### config.mk
export PLATFORM = sky130hd
export DESIGN_NAME = timestamp_reorder_window_top
export DESIGN_NICKNAME = d
export VERILOG_FILES = /design/src/tro_pkg.sv /design/src/tro_div.sv /design/src/tro_datapath.sv /design/src/tro_ctrl.sv /design/src/timestamp_reorder_window_top.sv
export SDC_FILE = /design/constraint.sdc
export NUM_CORES = 2
export LEC_CHECK = 0
export ABC_AREA = 1
export BUFFER_PORTS_ARGS = -buffer_cell sky130_fd_sc_hd__buf_2
export CAP_MARGIN = 20
export CORE_MARGIN = 2
export CORE_UTILIZATION = 46
export DETAILED_ROUTE_END_ITERATION = 16
export PLACE_DENSITY = 0.61
export SYNTH_ARGS = -nofsm -noshare
export SYNTH_HDL_FRONTEND = slang
export SYNTH_SLANG_ARGS = --single-unit
### constraint.sdc
create_clock -name i_clk -period 10.5 [get_ports i_clk]
set_input_delay 1.05 -clock i_clk [delete_from_list [all_inputs] [get_ports i_clk]]
set_output_delay 1.05 -clock i_clk [all_outputs]
set_load 0.01 [all_outputs]
### src/tro_pkg.sv
package tro_pkg;

    localparam int TS_W         = 48;
    localparam int ENG_W        = 6;
    localparam int CH_W         = 12;
    localparam int MASK_W       = 64;
    localparam int STEP_W       = 21;
    localparam int LIM_W        = 16;
    localparam int JT_W         = 16;
    localparam int CNT_W        = 32;
    localparam int QW           = TS_W + 1;   // signed offset / quotient magnitude
    localparam int CFG_IDX_W    = 2;
    localparam int CFG_DATA_W   = STEP_W;
    localparam int ENGINE_COUNT = 64;
    localparam int WINDOW_SLOTS_DEF = 16;

    localparam logic [STEP_W-1:0] STEP_RST = STEP_W'(2048);
    localparam logic [LIM_W-1:0]  LIM_RST  = LIM_W'(256);
    localparam logic [JT_W-1:0]   JT_RST   = JT_W'(16);

    localparam logic [CFG_IDX_W-1:0] CFG_STEP  = 2'd0;
    localparam logic [CFG_IDX_W-1:0] CFG_LIMIT = 2'd1;
    localparam logic [CFG_IDX_W-1:0] CFG_JUMP  = 2'd2;

    typedef enum logic [1:0] {
        KIND_EMIT    = 2'd0,
        KIND_STORED  = 2'd1,
        KIND_LATE    = 2'd2,
        KIND_RESTART = 2'd3
    } t_kind;

    typedef struct packed {
        logic  load_in;
        logic  div_start;
        logic  clear_base;
        logic  base_from_stamp;
        logic  base_from_ts;
        logic  late_inc;
        logic  q_load;
        logic  q_clear;
        logic  clear_all;
        logic  sel_place;
        logic  pop_adv;
        logic  place_wr;
        logic  out_load;
        logic  out_slot;
        t_kind out_kind;
    } t_cmd;

    typedef struct packed {
        logic div_done;
        logic q_gt_lim;
        logic q_gt_jump;
        logic q_ge_w;
        logic base_gt_ts;
        logic head_used;
        logic out_free;
    } t_stat;

endpackage

### src/tro_div.sv
module tro_div
    import tro_pkg::*;
(
    input  logic              i_clk,
    input  logic              i_rst_n,
    input  logic              i_start,
    input  logic [QW-1:0]     i_num,
    input  logic [STEP_W-1:0] i_den,
    output logic              o_done,
    output logic [QW-1:0]     o_quo
);
    localparam int CW = $clog2(QW + 1);

    logic [STEP_W:0]   r_rem;
    logic [QW-1:0]     r_quo;
    logic [STEP_W-1:0] r_den;
    logic [CW-1:0]     r_cnt;
    logic              r_busy;
    logic [STEP_W+1:0] trial;
    logic [STEP_W+1:0] shifted;

    // one quotient bit per cycle, restoring
    always_comb begin
        shifted = {r_rem, r_quo[QW-1]};
        trial   = shifted - {2'b00, r_den};
    end

    always_ff @(posedge i_clk) begin
        if (!i_rst_n) begin
            r_busy <= 1'b0;
            r_cnt  <= '0;
        end else if (i_start) begin
            r_busy <= 1'b1;
            r_cnt  <= CW'(QW);
            r_rem  <= '0;
            r_quo  <= i_num;
            r_den  <= i_den;
        end else if (r_busy) begin
            if (!trial[STEP_W+1]) begin
                r_rem <= trial[STEP_W:0];
            end else begin
                r_rem <= shifted[STEP_W:0];
            end
            r_quo <= {r_quo[QW-2:0], ~trial[STEP_W+1]};
            r_cnt <= r_cnt - 1'b1;
            if (r_cnt == CW'(1)) begin
                r_busy <= 1'b0;
            end
        end
    end

    assign o_done = !r_busy;
    assign o_quo  = r_quo;
endmodule

### src/tro_datapath.sv
module tro_datapath
    import tro_pkg::*;
#(
    parameter int WINDOW_SLOTS = WINDOW_SLOTS_DEF
) (
    input  logic                  i_clk,
    input  logic                  i_rst_n,
    input  logic                  i_cfg_we,
    input  logic [CFG_IDX_W-1:0]  i_cfg_idx,
    input  logic [CFG_DATA_W-1:0] i_cfg_data,
    input  logic [TS_W-1:0]       i_pkt_timestamp,
    input  logic [ENG_W-1:0]      i_engine_id,
    input  logic [CH_W-1:0]       i_channel_base,
    input  t_cmd                  i_cmd,
    output t_stat                 o_stat,
    input  logic                  i_out_stall,
    output logic                  o_out_valid,
    output logic [1:0]            o_kind,
    output logic [TS_W-1:0]       o_slot_time,
    output logic [CH_W-1:0]       o_slot_channel,
    output logic [MASK_W-1:0]     o_engine_mask,
    output logic                  o_last
);
    localparam int AW = (WINDOW_SLOTS > 1) ? $clog2(WINDOW_SLOTS) : 1;

    // configuration
    logic [STEP_W-1:0] r_step;
    logic [LIM_W-1:0]  r_lim;
    logic [JT_W-1:0]   r_jt;

    // latched packet
    logic [TS_W-1:0]   r_ts;
    logic [ENG_W-1:0]  r_eng;
    logic [CH_W-1:0]   r_ch;

    // window state
    logic [WINDOW_SLOTS-1:0] r_used;
    logic [AW-1:0]     r_head;
    logic [TS_W-1:0]   r_base;
    logic [CNT_W-1:0]  r_late_cnt;
    logic [CNT_W-1:0]  r_pkt_cnt;
    logic [QW-1:0]     r_q;

    logic [TS_W-1:0]   mem_stamp [WINDOW_SLOTS];
    logic [CH_W-1:0]   mem_freq  [WINDOW_SLOTS];
    logic [MASK_W-1:0] mem_eng   [WINDOW_SLOTS];
    logic [TS_W-1:0]   r_rd_stamp;
    logic [CH_W-1:0]   r_rd_freq;
    logic [MASK_W-1:0] r_rd_eng;

    // output word
    logic              r_o_valid;
    t_kind             r_o_kind;
    logic [TS_W-1:0]   r_o_time;
    logic [CH_W-1:0]   r_o_ch;
    logic [MASK_W-1:0] r_o_mask;
    logic              r_o_last;

    logic [QW-1:0]     diff;
    logic [QW-1:0]     num;
    logic [STEP_W-1:0] step_eff;
    logic              div_done;
    logic [QW-1:0]     div_quo;
    logic [AW:0]       psum;
    logic [AW-1:0]     place_idx;
    logic [AW-1:0]     rd_addr;
    logic [MASK_W-1:0] eng_bit;

    always_comb begin
        diff     = {1'b0, r_ts} - {1'b0, r_base};
        num      = diff[QW-1] ? (~diff + QW'(1)) : diff;
        step_eff = (r_step == '0) ? STEP_W'(1) : r_step;
        psum     = {1'b0, r_head} + {1'b0, r_q[AW-1:0]};
        if (psum >= (AW+1)'(WINDOW_SLOTS)) begin
            psum = psum - (AW+1)'(WINDOW_SLOTS);
        end
        place_idx = psum[AW-1:0];
        rd_addr   = i_cmd.sel_place ? place_idx : r_head;
        eng_bit   = ({1'b0, r_eng} < (ENG_W+1)'(ENGINE_COUNT)) ?
                    (MASK_W'(1) << r_eng) : '0;
    end

    tro_div u_div (
        .i_clk   (i_clk),
        .i_rst_n (i_rst_n),
        .i_start (i_cmd.div_start),
        .i_num   (num),
        .i_den   (step_eff),
        .o_done  (div_done),
        .o_quo   (div_quo)
    );

    always_comb begin
        o_stat.div_done   = div_done;
        o_stat.q_gt_lim   = r_q > QW'(r_lim);
        o_stat.q_gt_jump  = r_q > (QW'(WINDOW_SLOTS) + QW'(r_jt));
        o_stat.q_ge_w     = r_q >= QW'(WINDOW_SLOTS);
        o_stat.base_gt_ts = r_base > r_ts;
        o_stat.head_used  = r_used[r_head];
        o_stat.out_free   = !r_o_valid || !i_out_stall;
    end

    // control state
    always_ff @(posedge i_clk) begin
        if (!i_rst_n) begin
            r_step     <= STEP_RST;
            r_lim      <= LIM_RST;
            r_jt       <= JT_RST;
            r_used     <= '0;
            r_head     <= '0;
            r_base     <= '0;
            r_late_cnt <= '0;
            r_pkt_cnt  <= '0;
            r_o_valid  <= 1'b0;
        end else begin
            if (i_cfg_we) begin
                case (i_cfg_idx)
                    CFG_STEP:  r_step <= i_cfg_data;
                    CFG_LIMIT: r_lim  <= i_cfg_data[LIM_W-1:0];
                    CFG_JUMP:  r_jt   <= i_cfg_data[JT_W-1:0];
                    default: ;
                endcase
            end
            if (i_cmd.load_in) begin
                r_pkt_cnt <= r_pkt_cnt + 1'b1;
            end
            if (i_cmd.late_inc) begin
                r_late_cnt <= r_late_cnt + 1'b1;
            end
            if (i_cmd.clear_base) begin
                r_base <= '0;
            end else if (i_cmd.base_from_stamp) begin
                r_base <= r_rd_stamp;
            end else if (i_cmd.base_from_ts) begin
                r_base <= r_ts;
            end
            if (i_cmd.clear_all) begin
                r_used <= '0;
                r_head <= '0;
            end else if (i_cmd.pop_adv) begin
                r_used[r_head] <= 1'b0;
                r_head <= (r_head == AW'(WINDOW_SLOTS - 1)) ? '0 : r_head + 1'b1;
            end else if (i_cmd.place_wr) begin
                r_used[place_idx] <= 1'b1;
            end
            if (i_cmd.out_load) begin
                r_o_valid <= 1'b1;
            end else if (!i_out_stall) begin
                r_o_valid <= 1'b0;
            end
        end
    end

    // payload
    always_ff @(posedge i_clk) begin
        if (i_cmd.load_in) begin
            r_ts  <= i_pkt_timestamp;
            r_eng <= i_engine_id;
            r_ch  <= i_channel_base;
        end
        if (i_cmd.q_clear) begin
            r_q <= '0;
        end else if (i_cmd.q_load) begin
            r_q <= div_quo;
        end
        if (i_cmd.out_load) begin
            if (i_cmd.out_slot) begin
                r_o_time <= r_rd_stamp;
                r_o_ch   <= r_rd_freq;
                r_o_mask <= r_rd_eng;
                r_o_last <= 1'b0;
            end else begin
                r_o_time <= r_ts;
                r_o_ch   <= r_ch;
                r_o_mask <= '0;
                r_o_last <= 1'b1;
            end
            r_o_kind <= i_cmd.out_kind;
        end
    end

    // slot memories: one registered read port, one write port
    always_ff @(posedge i_clk) begin
        r_rd_stamp <= mem_stamp[rd_addr];
        r_rd_freq  <= mem_freq[rd_addr];
        r_rd_eng   <= mem_eng[rd_addr];
        if (i_cmd.place_wr) begin
            if (r_used[place_idx]) begin
                mem_eng[place_idx] <= r_rd_eng | eng_bit;
            end else begin
                mem_stamp[place_idx] <= r_ts;
                mem_freq[place_idx]  <= r_ch;
                mem_eng[place_idx]   <= eng_bit;
            end
        end
    end

    assign o_out_valid    = r_o_valid;
    assign o_kind         = r_o_kind;
    assign o_slot_time    = r_o_time;
    assign o_slot_channel = r_o_ch;
    assign o_engine_mask  = r_o_mask;
    assign o_last         = r_o_last;
endmodule

### src/tro_ctrl.sv
module tro_ctrl
    import tro_pkg::*;
#(
    parameter int WINDOW_SLOTS = WINDOW_SLOTS_DEF
) (
    input  logic  i_clk,
    input  logic  i_rst_n,
    input  logic  i_in_valid,
    output logic  o_in_stall,
    input  t_stat i_stat,
    output t_cmd  o_cmd
);
    localparam int PW = $clog2(WINDOW_SLOTS + 1);

    typedef enum logic [3:0] {
        S_IDLE, S_DIV0, S_DIV1, S_CHK1, S_RESDIV, S_DIV2, S_DECIDE,
        S_POP_CHK, S_POP_EMIT, S_POP_ADV, S_POP_NH, S_POP_BASE,
        S_POP_CMP, S_POP_DIV, S_POP_Q, S_PLACE_RD
    } t_state;

    // S_PLACE_WR and S_STATUS are kept as separate flags to stay in a 4-bit code
    t_state r_state, n_state;
    logic   r_wr, n_wr;          // place write step
    logic   r_st, n_st;          // status word step
    logic   r_beyond, n_beyond;
    t_kind  r_kind, n_kind;
    logic [PW-1:0] r_pops, n_pops;

    always_comb begin
        n_state  = r_state;
        n_wr     = 1'b0;
        n_st     = r_st;
        n_beyond = r_beyond;
        n_kind   = r_kind;
        n_pops   = r_pops;
        o_cmd    = '0;
        o_cmd.out_kind = r_kind;

        if (r_wr) begin
            o_cmd.sel_place = 1'b1;
            o_cmd.place_wr  = 1'b1;
            n_st = 1'b1;
        end else if (r_st) begin
            if (i_stat.out_free) begin
                o_cmd.out_load = 1'b1;
                n_st    = 1'b0;
                n_state = S_IDLE;
            end
        end else begin
            case (r_state)
                S_IDLE: begin
                    if (i_in_valid) begin
                        o_cmd.load_in = 1'b1;
                        n_state = S_DIV0;
                    end
                end
                S_DIV0: begin
                    o_cmd.div_start = 1'b1;
                    n_state = S_DIV1;
                end
                S_DIV1: begin
                    if (i_stat.div_done) begin
                        o_cmd.q_load = 1'b1;
                        n_state = S_CHK1;
                    end
                end
                S_CHK1: begin
                    if (i_stat.q_gt_lim) begin
                        o_cmd.clear_base = 1'b1;
                        n_state = S_RESDIV;
                    end else begin
                        n_state = S_DECIDE;
                    end
                end
                S_RESDIV: begin
                    o_cmd.div_start = 1'b1;
                    n_state = S_DIV2;
                end
                S_DIV2: begin
                    if (i_stat.div_done) begin
                        o_cmd.q_load = 1'b1;
                        n_state = S_DECIDE;
                    end
                end
                S_DECIDE: begin
                    n_kind = KIND_STORED;
                    if (i_stat.base_gt_ts) begin
                        o_cmd.late_inc = 1'b1;
                        n_kind = KIND_LATE;
                        n_st   = 1'b1;
                    end else if (i_stat.q_gt_jump) begin
                        o_cmd.clear_all    = 1'b1;
                        o_cmd.q_clear      = 1'b1;
                        o_cmd.base_from_ts = 1'b1;
                        n_kind  = KIND_RESTART;
                        n_state = S_PLACE_RD;
                    end else if (i_stat.q_ge_w) begin
                        n_beyond = 1'b1;
                        n_pops   = '0;
                        n_state  = S_POP_CHK;
                    end else begin
                        n_state = S_PLACE_RD;
                    end
                end
                S_POP_CHK: begin
                    if ((r_beyond || !i_stat.head_used) && r_pops != PW'(WINDOW_SLOTS)) begin
                        n_state = i_stat.head_used ? S_POP_EMIT : S_POP_ADV;
                    end else begin
                        if (r_pops == PW'(WINDOW_SLOTS)) begin
                            o_cmd.q_clear      = 1'b1;
                            o_cmd.base_from_ts = 1'b1;
                        end
                        n_state = S_PLACE_RD;
                    end
                end
                S_POP_EMIT: begin
                    if (i_stat.out_free) begin
                        o_cmd.out_load = 1'b1;
                        o_cmd.out_slot = 1'b1;
                        o_cmd.out_kind = KIND_EMIT;
                        n_state = S_POP_ADV;
                    end
                end
                S_POP_ADV: begin
                    o_cmd.pop_adv = 1'b1;
                    n_pops  = r_pops + 1'b1;
                    n_state = S_POP_NH;
                end
                S_POP_NH: begin
                    n_state = i_stat.head_used ? S_POP_BASE : S_POP_CHK;
                end
                S_POP_BASE: begin
                    o_cmd.base_from_stamp = 1'b1;
                    n_state = S_POP_CMP;
                end
                S_POP_CMP: begin
                    if (i_stat.base_gt_ts) begin
                        n_beyond = 1'b1;
                        n_state  = S_POP_CHK;
                    end else begin
                        o_cmd.div_start = 1'b1;
                        n_state = S_POP_DIV;
                    end
                end
                S_POP_DIV: begin
                    if (i_stat.div_done) begin
                        o_cmd.q_load = 1'b1;
                        n_state = S_POP_Q;
                    end
                end
                S_POP_Q: begin
                    n_beyond = i_stat.q_ge_w;
                    n_state  = S_POP_CHK;
                end
                S_PLACE_RD: begin
                    o_cmd.sel_place = 1'b1;
                    n_wr = 1'b1;
                end
                default: n_state = S_IDLE;
            endcase
        end
    end

    always_ff @(posedge i_clk) begin
        if (!i_rst_n) begin
            r_state  <= S_IDLE;
            r_wr     <= 1'b0;
            r_st     <= 1'b0;
            r_beyond <= 1'b0;
            r_kind   <= KIND_STORED;
            r_pops   <= '0;
        end else begin
            r_state  <= n_state;
            r_wr     <= n_wr;
            r_st     <= n_st;
            r_beyond <= n_beyond;
            r_kind   <= n_kind;
            r_pops   <= n_pops;
        end
    end

    assign o_in_stall = (r_state != S_IDLE) || r_wr || r_st;
endmodule

### src/timestamp_reorder_window_top.sv
// Timestamp reorder window.
// Input channel (i_in_valid / o_in_stall) carries one packet word: timestamp,
// engine id, channel. Output channel (o_out_valid / i_out_stall) returns, per
// packet, zero or more emitted-slot words (kind 0, last 0) followed by one
// status word (kind 1 stored, 2 late, 3 restart; last 1).
// Config port: i_cfg_we / i_cfg_idx / i_cfg_data. The user must see that it is
// written only while idle; the block itself does not enforce this. One packet
// is handled at a time. The slot offset comes from a 1-bit-per-cycle divider.
// A plain store's status word reaches the output in the same cycle in which
// the next packet can be taken; a resync adds one more division. Each slot
// popped while sliding passes the check, advance and next-head steps, and an
// emitted one also the emit step; when the new head slot is occupied and its
// stamp is not beyond the packet's timestamp, a division follows.
// Reset (synchronous, active low) empties the window, zeroes the base and
// counters and loads register defaults; no clearing pass is needed.
// A stalled receiver freezes the output word; the controller waits before
// loading the next word, and o_in_stall stays high until the status word of
// the current packet has been loaded into the output register.
module timestamp_reorder_window_top
    import tro_pkg::*;
#(
    parameter int WINDOW_SLOTS = WINDOW_SLOTS_DEF
) (
    input  logic                  i_clk,
    input  logic                  i_rst_n,
    input  logic                  i_cfg_we,
    input  logic [CFG_IDX_W-1:0]  i_cfg_idx,
    input  logic [CFG_DATA_W-1:0] i_cfg_data,
    input  logic                  i_in_valid,
    output logic                  o_in_stall,
    input  logic [TS_W-1:0]       i_pkt_timestamp,
    input  logic [ENG_W-1:0]      i_engine_id,
    input  logic [CH_W-1:0]       i_channel_base,
    output logic                  o_out_valid,
    input  logic                  i_out_stall,
    output logic [1:0]            o_kind,
    output logic [TS_W-1:0]       o_slot_time,
    output logic [CH_W-1:0]       o_slot_channel,
    output logic [MASK_W-1:0]     o_engine_mask,
    output logic                  o_last
);
    t_cmd  cmd;
    t_stat stat;

    // sequencing of divide, slide and place steps
    tro_ctrl #(.WINDOW_SLOTS(WINDOW_SLOTS)) u_ctrl (
        .i_clk      (i_clk),
        .i_rst_n    (i_rst_n),
        .i_in_valid (i_in_valid),
        .o_in_stall (o_in_stall),
        .i_stat     (stat),
        .o_cmd      (cmd)
    );

    // slot store, base, divider and output register
    tro_datapath #(.WINDOW_SLOTS(WINDOW_SLOTS)) u_dp (
        .i_clk           (i_clk),
        .i_rst_n         (i_rst_n),
        .i_cfg_we        (i_cfg_we),
        .i_cfg_idx       (i_cfg_idx),
        .i_cfg_data      (i_cfg_data),
        .i_pkt_timestamp (i_pkt_timestamp),
        .i_engine_id     (i_engine_id),
        .i_channel_base  (i_channel_base),
        .i_cmd           (cmd),
        .o_stat          (stat),
        .i_out_stall     (i_out_stall),
        .o_out_valid     (o_out_valid),
        .o_kind          (o_kind),
        .o_slot_time     (o_slot_time),
        .o_slot_channel  (o_slot_channel),
        .o_engine_mask   (o_engine_mask),
        .o_last          (o_last)
    );
endmodule

==> summary.md <==
| Metric | Value |
|---|---|
| Outcome | `finished clean` |
| TritonCTS clock tree | `yes` |
| Leak pwr | `around 43 nW` |
| Final standard cell area without fillers | `0.121 sq mm` |
| Global-route usage over all layers | `approximately a quarter` |
| Count of endpoints failing setup in the final report | `0` |
| Final Slew Violations | `0` |
| Number of synthesized flops with an enable pin | `about 2300` |
| Die width | `487 microns` |
| Die footprint | `around 0.24 sq mm` |
| Area growth from synthesis to layout | `12.7%` |
| Pwr Density | `roughly 230 mW/mm^2` |
| Drt via density | `a little under 6` |
| Count of port buffers added during placement | `approximately 220` |
| CTS sink cnt | `around 2600` |
| Number of max-cap violations | `0` |
| Maximum frequency from static timing analysis | `between 150 and 200 MHz` |
| Setup repair after global routing missed its margin | `false` |
| Final critical-path required period | `5.43 ns` |
| Cts bufs inserted | `290` |
| Cell area after synthesis | `0.107 sq mm` |
| Clock transition at the registers of the reported paths | `0.06 ns` |
| Layout cells sized above 1 | `approximately a tenth` |
| Synthesized netlist cell count | `a little over 9000` |
| Non-filler instance count after layout | `~13000` |
| Clock H-tree levels | `5` |
| Count of routing violations after the opening detailed-route iteration | `around 8600` |
| Area of combinational cells with multiple inputs | `0.0286 sq mm` |
| Worst min-delay path startpoint | `i_channel_base[7]` |
| Critical path origin | `u_ctrl.r_st$_SDFF_PN0_` |
| Number of instances on the worst hold path | `1` |
| Overall die height | `between 400 and 500 microns` |
| Worst max-slew margin expressed relative to the limit | `approximately a tenth` |
| Count of different cell masters after synthesis | `56` |
| Endpoint, Worst Hold | `u_dp.r_ch[7]$_DFFE_PP_` |
| Number of cells in the design after placement | `between 10000 and 15000` |
| Antenna violation net count after detailed routing | `0` |
| Post-Place Cell Area | `between 0.1 and 0.15 sq mm` |
| Worst Max-Slew Pin Slew | `roughly 1.4 ns` |
| Count of fill cells added during filler insertion | `19800` |
| Depth of the most critical reg-to-reg path | `12` |
| Number of nets in the final layout | `between 9000 and 10000` |
| Endpoint of the worst register-to-register path | `u_dp.r_rd_eng[42]$_DFF_P_` |
| DPL Wire Length | `about 170000 microns` |
| Path type of the worst min-delay path | `input pin to register` |
| Starting Density | `between 40% and 50%` |
| Site Rows | `177` |
| Count of hold-fix buffers inserted at cts | `0` |
| FF+latch count, synth | `around 2600` |
| Leading cell type in the layout, fill and taps excluded | `edfxtp_1` |
| Worst setup slack after placement | `roughly 5.2 ns` |
| Core Footprint | `about 0.23 sq mm` |
| Post-CTS setup-driven buffer insertion count | `0` |
| Cell chosen for the clock root | `clkbuf_16` |
| Number of global-route vias before repair | `between 70000 and 80000` |
| CP Capture Type | `register` |
| Final hold slack | `0.279 ns` |
| Reg-to-reg startpoint | `u_ctrl.r_st$_SDFF_PN0_` |
| Worst setup margin | `roughly 5 ns` |
| Total gr overflow | `0` |
| Average wire length per cell after detail routing | `around 24 microns` |
| Most frequent cells in the layout | `edfxtp_1, nor2_1, o21ai_0` |
| Initial antenna violation count | `20` |
| Number of placed I/O pins | `roughly 220` |
| Pin count of the biggest net entering global routing | `about 250` |
| Arrival time of data at the critical path endpoint | `6.31 ns` |
| Req. time, crit path | `between 10 and 15 ns` |
| Routed vias | `74700` |
| Routed wire length | `about 310000 microns` |
| Part of the Yosys area used for sequential elements | `a little over two thirds` |
| Pwr Total | `around 28 mW` |
| Syn. warnings | `0` |
| R2r setup slk | `5.07 ns` |
| Critical Path Start Type | `register` |
| Global-route wire length before repair | `459000 microns` |
| Post_cts resized | `0` |
| DRC violation count after routing | `0` |
| Net Count, Synth | `about 9600` |
| Buffer levels on the longest clock path | `4` |
| Highest ir drop seen on vdd | `between 0.2 and 0.3 mV` |
| FFs w/ async S/R, synth | `0%` |
| Share of the core filled with cells | `between 50% and 60%` |
| Count of endpoints failing hold in the final timing report | `0` |
| Footprint of the flip-flops and latches | `around 0.074 sq mm` |
| Detailed Routing Iterations Pass 1 | `9` |
| Crit path max fanout | `231` |
| Avg Inst Size Synth | `11.5 sq um` |
| Clock latency on the worst-skew pair | `0.94 ns` |
| Final weighted congestion in routability-driven placement | `slightly above 0.9` |
| WS Path Type | `register to register` |
| Worst clock skew on the final layout | `~0.076 ns` |
| Setup TNS Final | `0 ns` |
| Share of the clock period used by the worst path | `between 50% and 60%` |
| Most used flip-flop cell after synthesis | `edfxtp_1` |
[critical path, stage by stage (launching register included)]
cell and delay, ns:
dfxtp_1 0.48, inv_2 0.17, a21oi_2 0.31, nand2_1 0.14, o21ai_4 0.10, buf_12 0.50, buf_12 0.75, buf_4 0.86
buf_4 0.93, o21ai_0 0.23, o221ai_1 0.28, o211ai_1 0.12, nand2_1 0.09
[routing by layer]
layer / wire, microns / global-route usage, % / vias up
li1: - / - / 33800
met1: 136000 / 37.4 / 36900
met2: 140000 / 39.4 / 3438
met3: 28000 / 4.52 / 512
met4: 8680 / 7.68 / 12
met5: 83 / 0 / -
[registers in the layout, indices dropped and copies added (netlist names), 21 cells and up]
signal / flops
u_dp.mem_eng: 1024
u_dp.mem_freq: 192
u_dp.mem_stamp: 768
u_dp.o_engine_mask: 64
u_dp.o_slot_time: 48
u_dp.r_base: 48
u_dp.r_q: 49
u_dp.r_rd_eng: 64
u_dp.r_rd_stamp: 48
u_dp.r_step: 21
u_dp.r_ts: 48
u_dp.u_div.o_quo: 49
u_dp.u_div.r_den: 21
u_dp.u_div.r_rem: 22
[kinds of logic (layout without fill, tap and decap cells)]
| logic type | after synthesis | count (layout) | share of synthesized area, % |
|---|---|---|---|
| multiplexers | 31 | 31 | 0.289 |
| other | 0 | 7 | 0 |
| flip-flops | 2585 | 2585 | 69.4 |
| AND/OR/NAND/NOR | 3152 | 3152 | 11.8 |
| AO/OA/AOI/OAI | 2225 | 2225 | 12.3 |
| buffers and inverters | 1172 | 1519 | 4.25 |
| adder cells (fa/ha/maj) | 119 | 119 | 1.41 |
| XOR/XNOR | 68 | 68 | 0.555 |
[worst max-delay path by stage]
stage	endpoint	slack (ns)	depth (start not counted)
after floorplan	u_dp.o_engine_mask[0]$_SDFFCE_PN0P_	2.44	3
after global placement	u_dp.r_rd_eng[21]$_DFF_P_	5.39	12
after detailed placement	u_dp.r_rd_eng[42]$_DFF_P_	5.16	12
after CTS	u_dp.r_rd_eng[58]$_DFF_P_	5.11	12
after global routing	u_dp.r_rd_eng[18]$_DFF_P_	4.61	12
final	u_dp.r_rd_eng[42]$_DFF_P_	5.07	12
[cells in the mapped netlist, types with 9 or more instances]
cell      count  area (sq um)
nor3_1       30           150
nor4_1       12          75.1
nor2_2       12          75.1
a211oi_1     24           180
ha_1        116          1450
xnor2_1      28           245
o22ai_1     160          1000
nor2_1     1529          5740
inv_1       585          2200
xor2_1       40           350
nand3_2      15           150
o221ai_1    345          3020
nand3_1     316          1580
o21ai_0    1273          6370
buf_6         9           101
clkbuf_1    475          1780
mux2i_1      31           310
buf_1        21          78.8
inv_2        19          71.3
dfxtp_1     316          6330
nand2_2       9          56.3
nand2_1    1134          4260
a21oi_1     189           946
o211ai_1    158          1190
edfxtp_1   2269         68100
nand4_1      80           500
o21ai_1      38           190
buf_2        52           260
[where the power goes]
part / total [mW] / switching [mW] / internal, mW
clock: 9.85 / 3.99 / 5.86
combinational: 5.64 / 3.98 / 1.66
sequential: 12.9 / 0.512 / 12.4
total: 28.4 / 8.48 / 19.9
[cell type report]
cell class | instances | share of cell area, %
flip-flops and latches | 2585 | 61.5
multi-input cells | 5595 | 23.7
clock buffers | 379 | 6.53
well taps | 3043 | 3.15
repair buffers | 405 | 2.16
inverters | 607 | 1.93
clock inverters | 128 | 1.04
diodes | 7 | 0.0145
No activity file was read; power rests on OpenSTA's default activity.
